`config.mk`:
```
export PLATFORM = sky130hd
export DESIGN_NAME = replay_stream_validating_parser
export DESIGN_NICKNAME = d
export VERILOG_FILES = /design/src/hdl/rsvp_pkg.sv /design/src/hdl/rsvp_parse.sv /design/src/hdl/rsvp_outq.sv /design/src/hdl/replay_stream_validating_parser.sv
export SDC_FILE = /design/constraint.sdc
export NUM_CORES = 2
export LEC_CHECK = 0
export BUFFER_PORTS_ARGS = -buffer_cell sky130_fd_sc_hd__buf_2
export CELL_PAD_IN_SITES_DETAIL_PLACEMENT = 0
export CELL_PAD_IN_SITES_GLOBAL_PLACEMENT = 2
export CORE_MARGIN = 3
export CORE_UTILIZATION = 44
export DETAILED_ROUTE_END_ITERATION = 7
export HOLD_SLACK_MARGIN = 0.02
export PLACE_DENSITY_LB_ADDON = 0.1
export SLEW_MARGIN = 20
export SYNTH_ARGS = -nofsm -noshare
export SYNTH_HDL_FRONTEND = slang
export SYNTH_SLANG_ARGS = --single-unit
```
`constraint.sdc`:
```
create_clock -name clock -period 14.3 [get_ports clock]
set_input_delay 1.43 -clock clock [delete_from_list [all_inputs] [get_ports clock]]
set_output_delay 1.43 -clock clock [all_outputs]
set_load 0.02 [all_outputs]
```
`src/hdl/rsvp_pkg.sv`:
```
// Shared types and constants for the replay stream validating parser.
// Holds the channel payload structs, status codes and format constants.
// No dependencies.
package rsvp_pkg;

   localparam int unsigned POS_W     = 38;
   localparam int unsigned OFF_W     = 5;
   localparam int unsigned Q_DEPTH   = 4;
   localparam int unsigned Q_PTR_W   = 2;
   localparam int unsigned Q_CNT_W   = 3;

   localparam logic [POS_W-1:0] POS_MAX       = {POS_W{1'b1}};
   localparam logic [OFF_W-1:0] OFF_TICK_END  = 5'd3;
   localparam logic [OFF_W-1:0] OFF_KIND      = 5'd4;
   localparam logic [OFF_W-1:0] OFF_CODE_END  = 5'd11;
   localparam logic [OFF_W-1:0] OFF_X_END     = 5'd15;
   localparam logic [OFF_W-1:0] OFF_REC_END   = 5'd19;
   localparam logic [3:0]       HDR_VERSION   = 4'd7;
   localparam logic [3:0]       HDR_COUNT     = 4'd11;
   localparam logic [3:0]       HDR_SPAN      = 4'd15;
   localparam logic [31:0]      FORMAT_VERSION = 32'd1;
   localparam logic [7:0]       KIND_MAX      = 8'd5;

   localparam logic ITEM_EVENT  = 1'b0;
   localparam logic ITEM_STATUS = 1'b1;

   localparam logic [2:0] ST_OK      = 3'd0;
   localparam logic [2:0] ST_SHORT   = 3'd1;
   localparam logic [2:0] ST_MAGIC   = 3'd2;
   localparam logic [2:0] ST_VERSION = 3'd3;
   localparam logic [2:0] ST_SIZE    = 3'd4;
   localparam logic [2:0] ST_TYPE    = 3'd5;
   localparam logic [2:0] ST_ORDER   = 3'd6;
   localparam logic [2:0] ST_SPAN    = 3'd7;

   typedef struct packed {
      logic [7:0] data_byte;
      logic       final_byte;
   } req_type;

   typedef struct packed {
      logic        item_kind;
      logic [31:0] event_tick;
      logic [2:0]  event_kind;
      logic [31:0] event_code;
      logic [31:0] pos_x_bits;
      logic [31:0] pos_y_bits;
      logic [2:0]  status;
      logic [31:0] tick_total;
      logic        run_last;
   } rsp_type;

   // Results caused by one byte: none, one, or an event followed by a status.
   typedef struct packed {
      logic    has0;
      logic    has1;
      rsp_type res0;
      rsp_type res1;
   } pair_type;

   function automatic logic [7:0] magic_byte(input logic [1:0] idx);
      logic [7:0] val;
      case (idx)
         2'd0:    val = 8'h4E;
         2'd1:    val = 8'h46;
         2'd2:    val = 8'h52;
         default: val = 8'h50;
      endcase
      return val;
   endfunction

endpackage

```
`src/hdl/rsvp_parse.sv`:
```
// Byte parser: header checks, record assembly and end-of-stream status.
// Produces the results of one byte combinationally from its state registers.
// Depends on rsvp_pkg.
module rsvp_parse (
   input  logic              clock,
   input  logic              reset,
   input  logic              in_fire,
   input  rsvp_pkg::req_type in_req,
   output rsvp_pkg::pair_type out_pair
);
   import rsvp_pkg::*;

   logic [POS_W-1:0] pos_ff, pos_in;
   logic [31:0]      gather_ff, gather_in;
   logic             magic_bad_ff, magic_bad_in;
   logic             version_bad_ff, version_bad_in;
   logic [31:0]      count_ff, count_in;
   logic [31:0]      span_ff, span_in;
   logic [OFF_W-1:0] offset_ff, offset_in;
   logic [31:0]      tick_ff, tick_in;
   logic [7:0]       kind_ff, kind_in;
   logic [31:0]      code_ff, code_in;
   logic [31:0]      x_ff, x_in;
   logic [31:0]      prev_ff, prev_in;
   logic [2:0]       fre_ff, fre_in;

   logic             is_hdr;
   logic             ev_hit;
   logic [POS_W:0]   size_w;
   logic [POS_W:0]   want_w;
   logic [2:0]       st_code;
   logic [31:0]      total;
   rsp_type          ev_res;
   rsp_type          st_res;

   always_comb begin
      gather_in      = {in_req.data_byte, gather_ff[31:8]};
      pos_in         = (pos_ff == POS_MAX) ? pos_ff : pos_ff + 1'b1;
      magic_bad_in   = magic_bad_ff;
      version_bad_in = version_bad_ff;
      count_in       = count_ff;
      span_in        = span_ff;
      offset_in      = offset_ff;
      tick_in        = tick_ff;
      kind_in        = kind_ff;
      code_in        = code_ff;
      x_in           = x_ff;
      prev_in        = prev_ff;
      fre_in         = fre_ff;
      is_hdr         = (pos_ff[POS_W-1:4] == '0);
      ev_hit         = 1'b0;

      if (is_hdr) begin
         if (pos_ff[3:2] == 2'd0) begin
            if (in_req.data_byte != magic_byte(pos_ff[1:0])) magic_bad_in = 1'b1;
         end else if (pos_ff[3:0] == HDR_VERSION) begin
            if (gather_in != FORMAT_VERSION) version_bad_in = 1'b1;
         end else if (pos_ff[3:0] == HDR_COUNT) begin
            count_in = gather_in;
         end else if (pos_ff[3:0] == HDR_SPAN) begin
            span_in = gather_in;
         end
      end else begin
         case (offset_ff)
            OFF_TICK_END: tick_in = gather_in;
            OFF_KIND:     kind_in = in_req.data_byte;
            OFF_CODE_END: code_in = gather_in;
            OFF_X_END:    x_in    = gather_in;
            OFF_REC_END: begin
               ev_hit = 1'b1;
               if (fre_ff == ST_OK) begin
                  if (kind_ff > KIND_MAX)     fre_in = ST_TYPE;
                  else if (tick_ff < prev_ff) fre_in = ST_ORDER;
               end
               prev_in = tick_ff;
            end
            default: ;
         endcase
         offset_in = (offset_ff >= OFF_REC_END) ? '0 : offset_ff + 1'b1;
      end

      // end-of-stream status, from the state after this byte
      size_w = {1'b0, pos_ff} + 1'b1;
      want_w = ({7'd0, count_in} << 4) + ({7'd0, count_in} << 2) + (POS_W+1)'(16);
      total  = '0;
      if (pos_ff < (POS_W)'(15))         st_code = ST_SHORT;
      else if (magic_bad_in)             st_code = ST_MAGIC;
      else if (version_bad_in)           st_code = ST_VERSION;
      else if (size_w != want_w)         st_code = ST_SIZE;
      else if (fre_in != ST_OK)          st_code = fre_in;
      else if ((count_in != '0) && (span_in < prev_in + 32'd1)) st_code = ST_SPAN;
      else begin
         st_code = ST_OK;
         total   = (count_in != '0) ? span_in : '0;
      end

      ev_res            = '0;
      ev_res.item_kind  = ITEM_EVENT;
      ev_res.event_tick = tick_ff;
      ev_res.event_kind = kind_ff[2:0];
      ev_res.event_code = code_ff;
      ev_res.pos_x_bits = x_ff;
      ev_res.pos_y_bits = gather_in;
      ev_res.run_last   = ~in_req.final_byte;

      st_res            = '0;
      st_res.item_kind  = ITEM_STATUS;
      st_res.status     = st_code;
      st_res.tick_total = total;
      st_res.run_last   = 1'b1;

      out_pair.has0 = in_fire & (ev_hit | in_req.final_byte);
      out_pair.has1 = in_fire & ev_hit & in_req.final_byte;
      out_pair.res0 = ev_hit ? ev_res : st_res;
      out_pair.res1 = st_res;

      // a new stream starts after the final byte
      if (in_req.final_byte) begin
         pos_in         = '0;
         gather_in      = '0;
         magic_bad_in   = 1'b0;
         version_bad_in = 1'b0;
         count_in       = '0;
         span_in        = '0;
         offset_in      = '0;
         tick_in        = '0;
         kind_in        = '0;
         code_in        = '0;
         x_in           = '0;
         prev_in        = '0;
         fre_in         = ST_OK;
      end
   end

   always_ff @(posedge clock) begin
      if (reset) begin
         pos_ff         <= '0;
         gather_ff      <= '0;
         magic_bad_ff   <= 1'b0;
         version_bad_ff <= 1'b0;
         count_ff       <= '0;
         span_ff        <= '0;
         offset_ff      <= '0;
         tick_ff        <= '0;
         kind_ff        <= '0;
         code_ff        <= '0;
         x_ff           <= '0;
         prev_ff        <= '0;
         fre_ff         <= ST_OK;
      end else if (in_fire) begin
         pos_ff         <= pos_in;
         gather_ff      <= gather_in;
         magic_bad_ff   <= magic_bad_in;
         version_bad_ff <= version_bad_in;
         count_ff       <= count_in;
         span_ff        <= span_in;
         offset_ff      <= offset_in;
         tick_ff        <= tick_in;
         kind_ff        <= kind_in;
         code_ff        <= code_in;
         x_ff           <= x_in;
         prev_ff        <= prev_in;
         fre_ff         <= fre_in;
      end
   end

endmodule

```
`src/hdl/rsvp_outq.sv`:
```
// Result queue: holds result pairs and hands them out one transfer at a time.
// A pair with two results drains over two transfers.
// Depends on rsvp_pkg.
module rsvp_outq (
   input  logic               clock,
   input  logic               reset,
   input  rsvp_pkg::pair_type push_pair,
   output logic               full,
   output logic               rsp_valid,
   input  logic               rsp_stall,
   output rsvp_pkg::rsp_type  rsp_data
);
   import rsvp_pkg::*;

   pair_type             mem_ff [Q_DEPTH];
   logic [Q_PTR_W-1:0]   head_ff, head_in;
   logic [Q_PTR_W-1:0]   tail_ff, tail_in;
   logic [Q_CNT_W-1:0]   count_ff, count_in;
   logic                 phase_ff, phase_in;
   logic                 push;
   logic                 take;
   logic                 pop;
   pair_type             head_pair;

   always_comb begin
      head_pair = mem_ff[head_ff];
      push      = push_pair.has0;
      full      = (count_ff == Q_CNT_W'(Q_DEPTH));
      rsp_valid = (count_ff != '0);
      rsp_data  = phase_ff ? head_pair.res1 : head_pair.res0;
      take      = rsp_valid & ~rsp_stall;
      pop       = take & (phase_ff | ~head_pair.has1);
      phase_in  = take ? ~pop : phase_ff;
      head_in   = pop ? head_ff + 1'b1 : head_ff;
      tail_in   = push ? tail_ff + 1'b1 : tail_ff;
      count_in  = count_ff + Q_CNT_W'(push) - Q_CNT_W'(pop);
   end

   always_ff @(posedge clock) begin
      if (push) mem_ff[tail_ff] <= push_pair;
   end

   always_ff @(posedge clock) begin
      if (reset) begin
         head_ff  <= '0;
         tail_ff  <= '0;
         count_ff <= '0;
         phase_ff <= 1'b0;
      end else begin
         head_ff  <= head_in;
         tail_ff  <= tail_in;
         count_ff <= count_in;
         phase_ff <= phase_in;
      end
   end

endmodule

```
`src/hdl/replay_stream_validating_parser.sv`:
```
// Top level of the replay stream validating parser.
// Input register, byte parser and result queue. Depends on rsvp_pkg,
// rsvp_parse and rsvp_outq.
//
// Usage:
//   req channel: one stream byte per transfer, final_byte set on the last one.
//   rsp channel: one result per transfer. A byte that completes a 20-byte
//   record yields an event; the final byte yields a status after any event
//   it completes. run_last marks the last result of a byte.
//   A byte passes the input register, then its results enter the queue and
//   are offered from it. Throughput: one byte per cycle while the queue has
//   room; a final byte that also ends a record needs two result transfers.
//   The four-entry result queue parts the two sides; req_stall rises only
//   when the queue is full and the input register is occupied.
//   Reset clears the input register, queue and all parser state; after each
//   final byte the parser returns to its reset state for the next stream.
//   While rsp_stall is high the offered result holds steady.
module replay_stream_validating_parser (
   input  logic              clock,
   input  logic              reset,
   input  logic              req_valid,
   output logic              req_stall,
   input  rsvp_pkg::req_type req_data,
   output logic              rsp_valid,
   input  logic              rsp_stall,
   output rsvp_pkg::rsp_type rsp_data
);
   import rsvp_pkg::*;

   logic     in_vld_ff, in_vld_in;
   req_type  in_req_ff;
   logic     q_full;
   logic     adv;
   logic     req_take;
   pair_type pair;

   always_comb begin
      adv       = in_vld_ff & ~q_full;
      req_stall = in_vld_ff & q_full;
      req_take  = req_valid & ~req_stall;
      in_vld_in = req_take ? 1'b1 : (adv ? 1'b0 : in_vld_ff);
   end

   always_ff @(posedge clock) begin
      if (reset) in_vld_ff <= 1'b0;
      else       in_vld_ff <= in_vld_in;
   end

   always_ff @(posedge clock) begin
      if (req_take) in_req_ff <= req_data;
   end

   rsvp_parse u_parse (
      .clock    (clock),
      .reset    (reset),
      .in_fire  (adv),
      .in_req   (in_req_ff),
      .out_pair (pair)
   );

   rsvp_outq u_outq (
      .clock     (clock),
      .reset     (reset),
      .push_pair (pair),
      .full      (q_full),
      .rsp_valid (rsp_valid),
      .rsp_stall (rsp_stall),
      .rsp_data  (rsp_data)
   );

endmodule

```
* Yosys cells after proc, flatten, opt, wreduce, memory -nomap -nowiden
Memory sizes are Yosys's and may differ from the RTL's. A register that Yosys moved wholly into a read port is not among the register bits.
Index checks and enable logic that the tools add are counted.
** Word-level totals
- Flip-flop bits (word level) :: 298
- RAM bits :: 820
- Memories :: 1
** Cells by class
- Add/sub/neg operators :: 10
- Magnitude comparators :: 5
- Eq/ne operators :: 17
- Multiplexer cells :: 73
- Bitwise gates (word level) :: 16
- Reduce and logical (&&, ||, !) cells :: 19
** Memory list
- u_outq.mem_ff :: depth 4, width 205, read ports 1, clocked after Yosys merged registers in 1, wr ports 1, line rsvp_outq.sv:15 : pair_type mem_ff [Q_DEPTH];
** Operators with widths (count)
- $mux W32 :: 31
- $mux W168 :: 2
- $mux W38 :: 2
- $lt A32 B32 Y1 :: 2
- $mux W8 :: 5
- $add A38 B1 Y39 const B :: 1
- $add A39 B5 Y39 const B :: 1
- $ne A39 B39 Y1 :: 1
- $add A38 B1 Y38 const B :: 1
- $eq A38 B38 Y1 const B :: 1
- $lt A38 B4 Y1 const B :: 1
- $add A36 B34 Y37 :: 1
- $mux W3 :: 12
- $logic_not A34 Y1 :: 1
- $add A32 B1 Y32 const B :: 1
- $ne A32 B1 Y1 const B :: 1
- $reduce_bool A32 Y1 :: 1
- $mux W1 :: 15
- $mux W5 :: 3
- $pmux W5 S3 :: 1
- $reduce_and A3 Y1 :: 4
- $eq A5 B4 Y1 const B :: 2
- $reduce_bool A2 Y1 :: 5
- $and A1 B1 Y1 :: 8
- other kinds (24) :: 37

* Depth between registers and ports, before layout
- Depth in word-level cells :: 15
- Mapped depth :: 29

* By module
A second synthesis with hierarchy kept.
** Second synthesis, totals
- Cells, all modules :: 5152
- Area total of the unflattened synthesis :: 72012.8 um2
** By module, submodules not included
- rsvp_outq :: instances 1, cells an instance 2361, area an instance 51107.8 um2, sequential area each 40679.0 um2
- rsvp_parse :: instances 1, cells an instance 2776, area an instance 20579.7 um2, sequential area each 5445.2 um2
- replay_stream_validating_parser :: instances 1, cells an instance 15, area an instance 325.3 um2, sequential area each 290.3 um2

* Worst setup path after synthesis
Ideal clock, no wire load.
- Path type :: flip-flop to flip-flop
- From :: register u_parse.pos_ff[27]
- To :: memory u_outq.mem_ff[0][0] (netlist name), enable pin
- Setup time :: 773 ps
- Arrival :: 10839 ps
- Required time :: 13527 ps
- Path slack :: 2689 ps
- Cell stages (with the launch flop) :: 12
- Buffers on the path :: 5
- Cell sequence :: dfxtp_1 clkbuf_1 nor4_1 nand3_1 o31ai_1 nor2_1 clkbuf_1 clkbuf_1 clkbuf_1 o21ai_1 clkbuf_1 nor2_1
** On the way
- Word-level cells in the longest chain between the ends :: 6
** Ends and longest elaborated chain
- from (decl) :: line rsvp_parse.sv:13 : logic [POS_W-1:0] pos_ff, pos_in;
- from (signal assigned) :: line rsvp_parse.sv:151 : pos_ff <= pos_in;
- $logic_not A34 Y1 :: line rsvp_parse.sv:50 : is_hdr = (pos_ff[POS_W-1:4] == '0);
- $mux W1 :: line rsvp_parse.sv:53 : if (is_hdr) begin
- $or A1 B1 Y1 :: line rsvp_parse.sv:112 : out_pair.has0 = in_fire & (ev_hit | in_req.final_byte);
- $and A1 B1 Y1 :: line rsvp_parse.sv:112
- $mux W1 :: line rsvp_outq.sv:40 : if (push) mem_ff[tail_ff] <= push_pair;
- $mux W1 (implied by the code) :: line rsvp_outq.sv:40
- to (decl) :: line rsvp_outq.sv:15
Every way passes these cells.

==> impl_metrics.yaml <==
status:
  status: "completed"
cts:
  cts.sinks: 1108
  post_cts_resized: 0
  h-tree-depth: 3
  clkTransAtPathRegs_ns: 0.06
  clock_path_buffers: 3
  tritoncts: "built"
  post-cts-setup-buffers: 0
  cts_made_buffers: 114
  hold_buffers: 0
  clk_latency_ns: 0.70
  root_buffer: "clkbuf_16"
critical_path:
  critPathTopFamily: "simple AND/OR/NAND/NOR gates"
  slowest_delay_ns: 0.91
  critPathArrivalTime_ns: 9.67
  critPathBufInv: 4
  r2r_cells: 24
  r2r-start: "u_parse.pos_ff[27]"
  rr_endpoint: "u_outq.mem_ff[0][38]"
  cp_data_required_time_ns: 14.76
  path_cells: "nor4_1 -> nand3_1 -> o31ai_1 -> nor2_4 -> buf_4 -> inv_1 -> buf_4 -> a21oi_1 -> nor4b_1 -> nand4b_1 -> or3_1 -> a21oi_1 -> a21oi_1 -> ha_1 -> nand4_1 -> a2111oi_0 -> o41ai_1 -> a2111oi_0 -> nor4_1 -> nor2b_1 -> nor3b_1 -> nand4_4 -> buf_4 -> nor3_1"
  cp_slowest_cell: "a2111oi_0"
  worstSetupPathType: "register to register"
  r2r_slack_ns: 5.09
  crit_path_end_kind: "register"
  critPathLaunchType: "register"
  crit_fanout: 45
routing:
  drt-total-wl_um: 140000
  post-route-drc-count: 0
  ant_nets: 0
  routedWlPerCell_um: 24.6
  vias: 32500
  avgViaCountPerCell: 5.71
  drt_iter0_drc: 2747
  dr.pass1.iters: 7
finish:
  fin_util_pct: 50.3
  drive_above_1_share_pct: 18.7
  syn2layout_area_growth_pct: 13.2
  final_net_count: 4208
  n_antenna_cell: 0
yosys:
  synth_edf_count: 825
  syn_nets: 4063
  synthesis.area_sq_mm: 0.0510
  synth_largest_area_cell: "edfxtp_1"
  ys_seq_area_share_pct: 59.7
  synthTopCellsByCount: "edfxtp_1 (825), nor2_1 (327), dfxtp_1 (283), and2_1 (279), nand2_1 (265)"
  synth_top_area_share_pct: 48.6
  synth.distinct_cells: 87
  ys_ff_latch: 1108
  yosysWarnings: 0
  ys.flop_type: "edfxtp_1"
  yosysMostFrequentCell: "edfxtp_1"
  syn_inst: 3940
  yosys-top-cells-area: "edfxtp_1 (49%), dfxtp_1 (11%), mux4_2 (9.0%)"
  synth-async-reset-ratio_pct: 0
  synth_area_per_cell_sq_um: 12.9
timing:
  period_share_pct: 64.4
  whs_ns: 0.450
  maxSlewViolCount: 0
  maxSlewHeadroom_pct: 28.5
  hold_viol: 0
  rsz0062_at_grt: "false"
  final_critical_path_setup_slack_ns: 5.09
  max_freq_mhz: 109
  setup_viol: 0
  skew_ns: 0.0394
  post-route-min-period_ns: 9.21
  worst_pin_slew_ns: 1.07
  tns_ns: 0
placement:
  gp_congestion: 0.855
  place_ws_ns: 5.25
  dp_hpwl_um: 90900
  io_buffers: 182
floorplan:
  io_pins: 183
  coreArea_sq_mm: 0.115
  rows: 124
  die_x_um: 346
  die_h_um: 346
  die-area_sq_mm: 0.120
  start_util_pct: 44.5
global_route:
  grt_pass1_wl_um: 211000
  overflow: 0
  antenna_found_initial: 7
  grt_pass1_vias: 32000
  grt_max_degree: 152
  grt_usage_pct: 23.1
power:
  p_per_area_mw_per_mm2: 132
  ir_drop_mv: 0.0988
  total_power_mw: 7.64
  p_leak_nw: 19.7
hold_path:
  hold_end: "u_parse.x_ff[4]"
  min_path_cells: 2
  worstHoldPathType: "register to register"
  min_from: "u_parse.x_ff[4]"
run:
  drv_cap: 0
worst register-to-register path: stages (launching register included):
cell and delay, ns:
dfxtp_1 0.39, nor4_1 0.49, nand3_1 0.36, o31ai_1 0.52
nor2_4 0.07, buf_4 0.28, inv_1 0.30, buf_4 0.47
a21oi_1 0.23, nor4b_1 0.39, nand4b_1 0.40, or3_1 0.44
a21oi_1 0.15, a21oi_1 0.06, ha_1 0.32, nand4_1 0.21
a2111oi_0 0.46, o41ai_1 0.22, a2111oi_0 0.91, nor4_1 0.22
nor2b_1 0.20, nor3b_1 0.44, nand4_4 0.44, buf_4 0.53
nor3_1 0.47
cells in the final DEF (no fill, tap or decap), types with 23 or more instances in the layout:
cell and n:
mux2_2 65, and3_1 31, nor3_1 55, a22oi_1 134, nor3_2 29, nor2b_1 44, edfxtp_1 825, xor2_1 35
dfxtp_1 281, a21o_1 47, nand3_1 48, buf_2 181, clkbuf_16 118, nand4_1 41, mux4_2 204, inv_1 110
ha_1 108, buf_4 77, and2_1 278, mux2i_1 43, nor2_1 317, a21oi_1 246, or3_1 23, xnor2_1 93
o21ai_0 81, nand2_1 263, nor4_1 50
routing by layer:
layer / GRT usage (%) / routed length [um]
met3: 2.73 / 6450
met1: 34.3 / 66100
met2: 36.9 / 65400
met5: 0 / 0
met4: 4.92 / 2320
final cells by class:
type / count / area [sq um]
fill: 9986 / 56900
sequential: 1108 / 30400
multi-input combinational: 2488 / 19300
clock buffer: 158 / 3300
tap: 1512 / 1890
timing repair buffer: 262 / 1560
clock inverter: 57 / 752
inverter: 111 / 419
per-stage QoR:
stage	instances	cell area, sq um
6_report	5696	57700
5_1_grt	5696	57700
3_5_place_dp	5481	53700
2_1_floorplan	3940	51000
3_3_place_gp	5481	53700
4_1_cts	5696	57700
sequential cells by signal, summed over array words and instances (netlist names), 2 cells and up, named ones only:
signal and cells:
in_req_ff 9, u_parse.prev_ff 32, u_parse.span_ff 32, u_parse.offset_ff 5, u_outq.tail_ff 2, u_parse.count_ff 32, u_parse.kind_ff 8, u_parse.code_ff 32
u_parse.x_ff 32, u_parse.fre_ff 3, u_parse.tick_ff 32, u_outq.count_ff 3, u_parse.pos_ff 38, u_parse.gather_ff 24, u_outq.mem_ff 816, u_outq.head_ff 2
report_power, final:
group	switching, mW	internal [mW]
Clock	1.26	1.90
Combinational	0.596	0.392
Sequential	0.0268	3.47
worst max-delay path by stage:
stage | endpoint | start | slack (ns) | depth (start not counted)
final | u_outq.mem_ff[0][38] | u_parse.pos_ff[27] | 5.09 | 24
after global placement | u_outq.mem_ff[0][38] | u_parse.pos_ff[0] | 5.47 | 24
after global routing | u_outq.mem_ff[2][37] | u_parse.pos_ff[27] | 4.41 | 24
after floorplan | u_outq.mem_ff[0][0] | u_parse.pos_ff[27] | 2.69 | 11
after detailed placement | u_outq.mem_ff[0][37] | u_parse.pos_ff[27] | 5.25 | 24
after CTS | u_outq.mem_ff[0][37] | u_parse.pos_ff[27] | 5.20 | 24
kinds of logic (layout without fill, tap and decap cells):
group | Yosys count | in the layout | share of synthesized area [%]
AND/OR/NAND/NOR | 1296 | 1296 | 13.3
XOR/XNOR | 131 | 131 | 2.33
AO/OA/AOI/OAI | 639 | 639 | 7.99
buffers and inverters | 344 | 588 | 2.61
flip-flops | 1108 | 1108 | 59.7
adder cells (fa/ha/maj) | 110 | 110 | 2.73
multiplexers | 312 | 312 | 11.3
(Power assumes the default switching activity.)
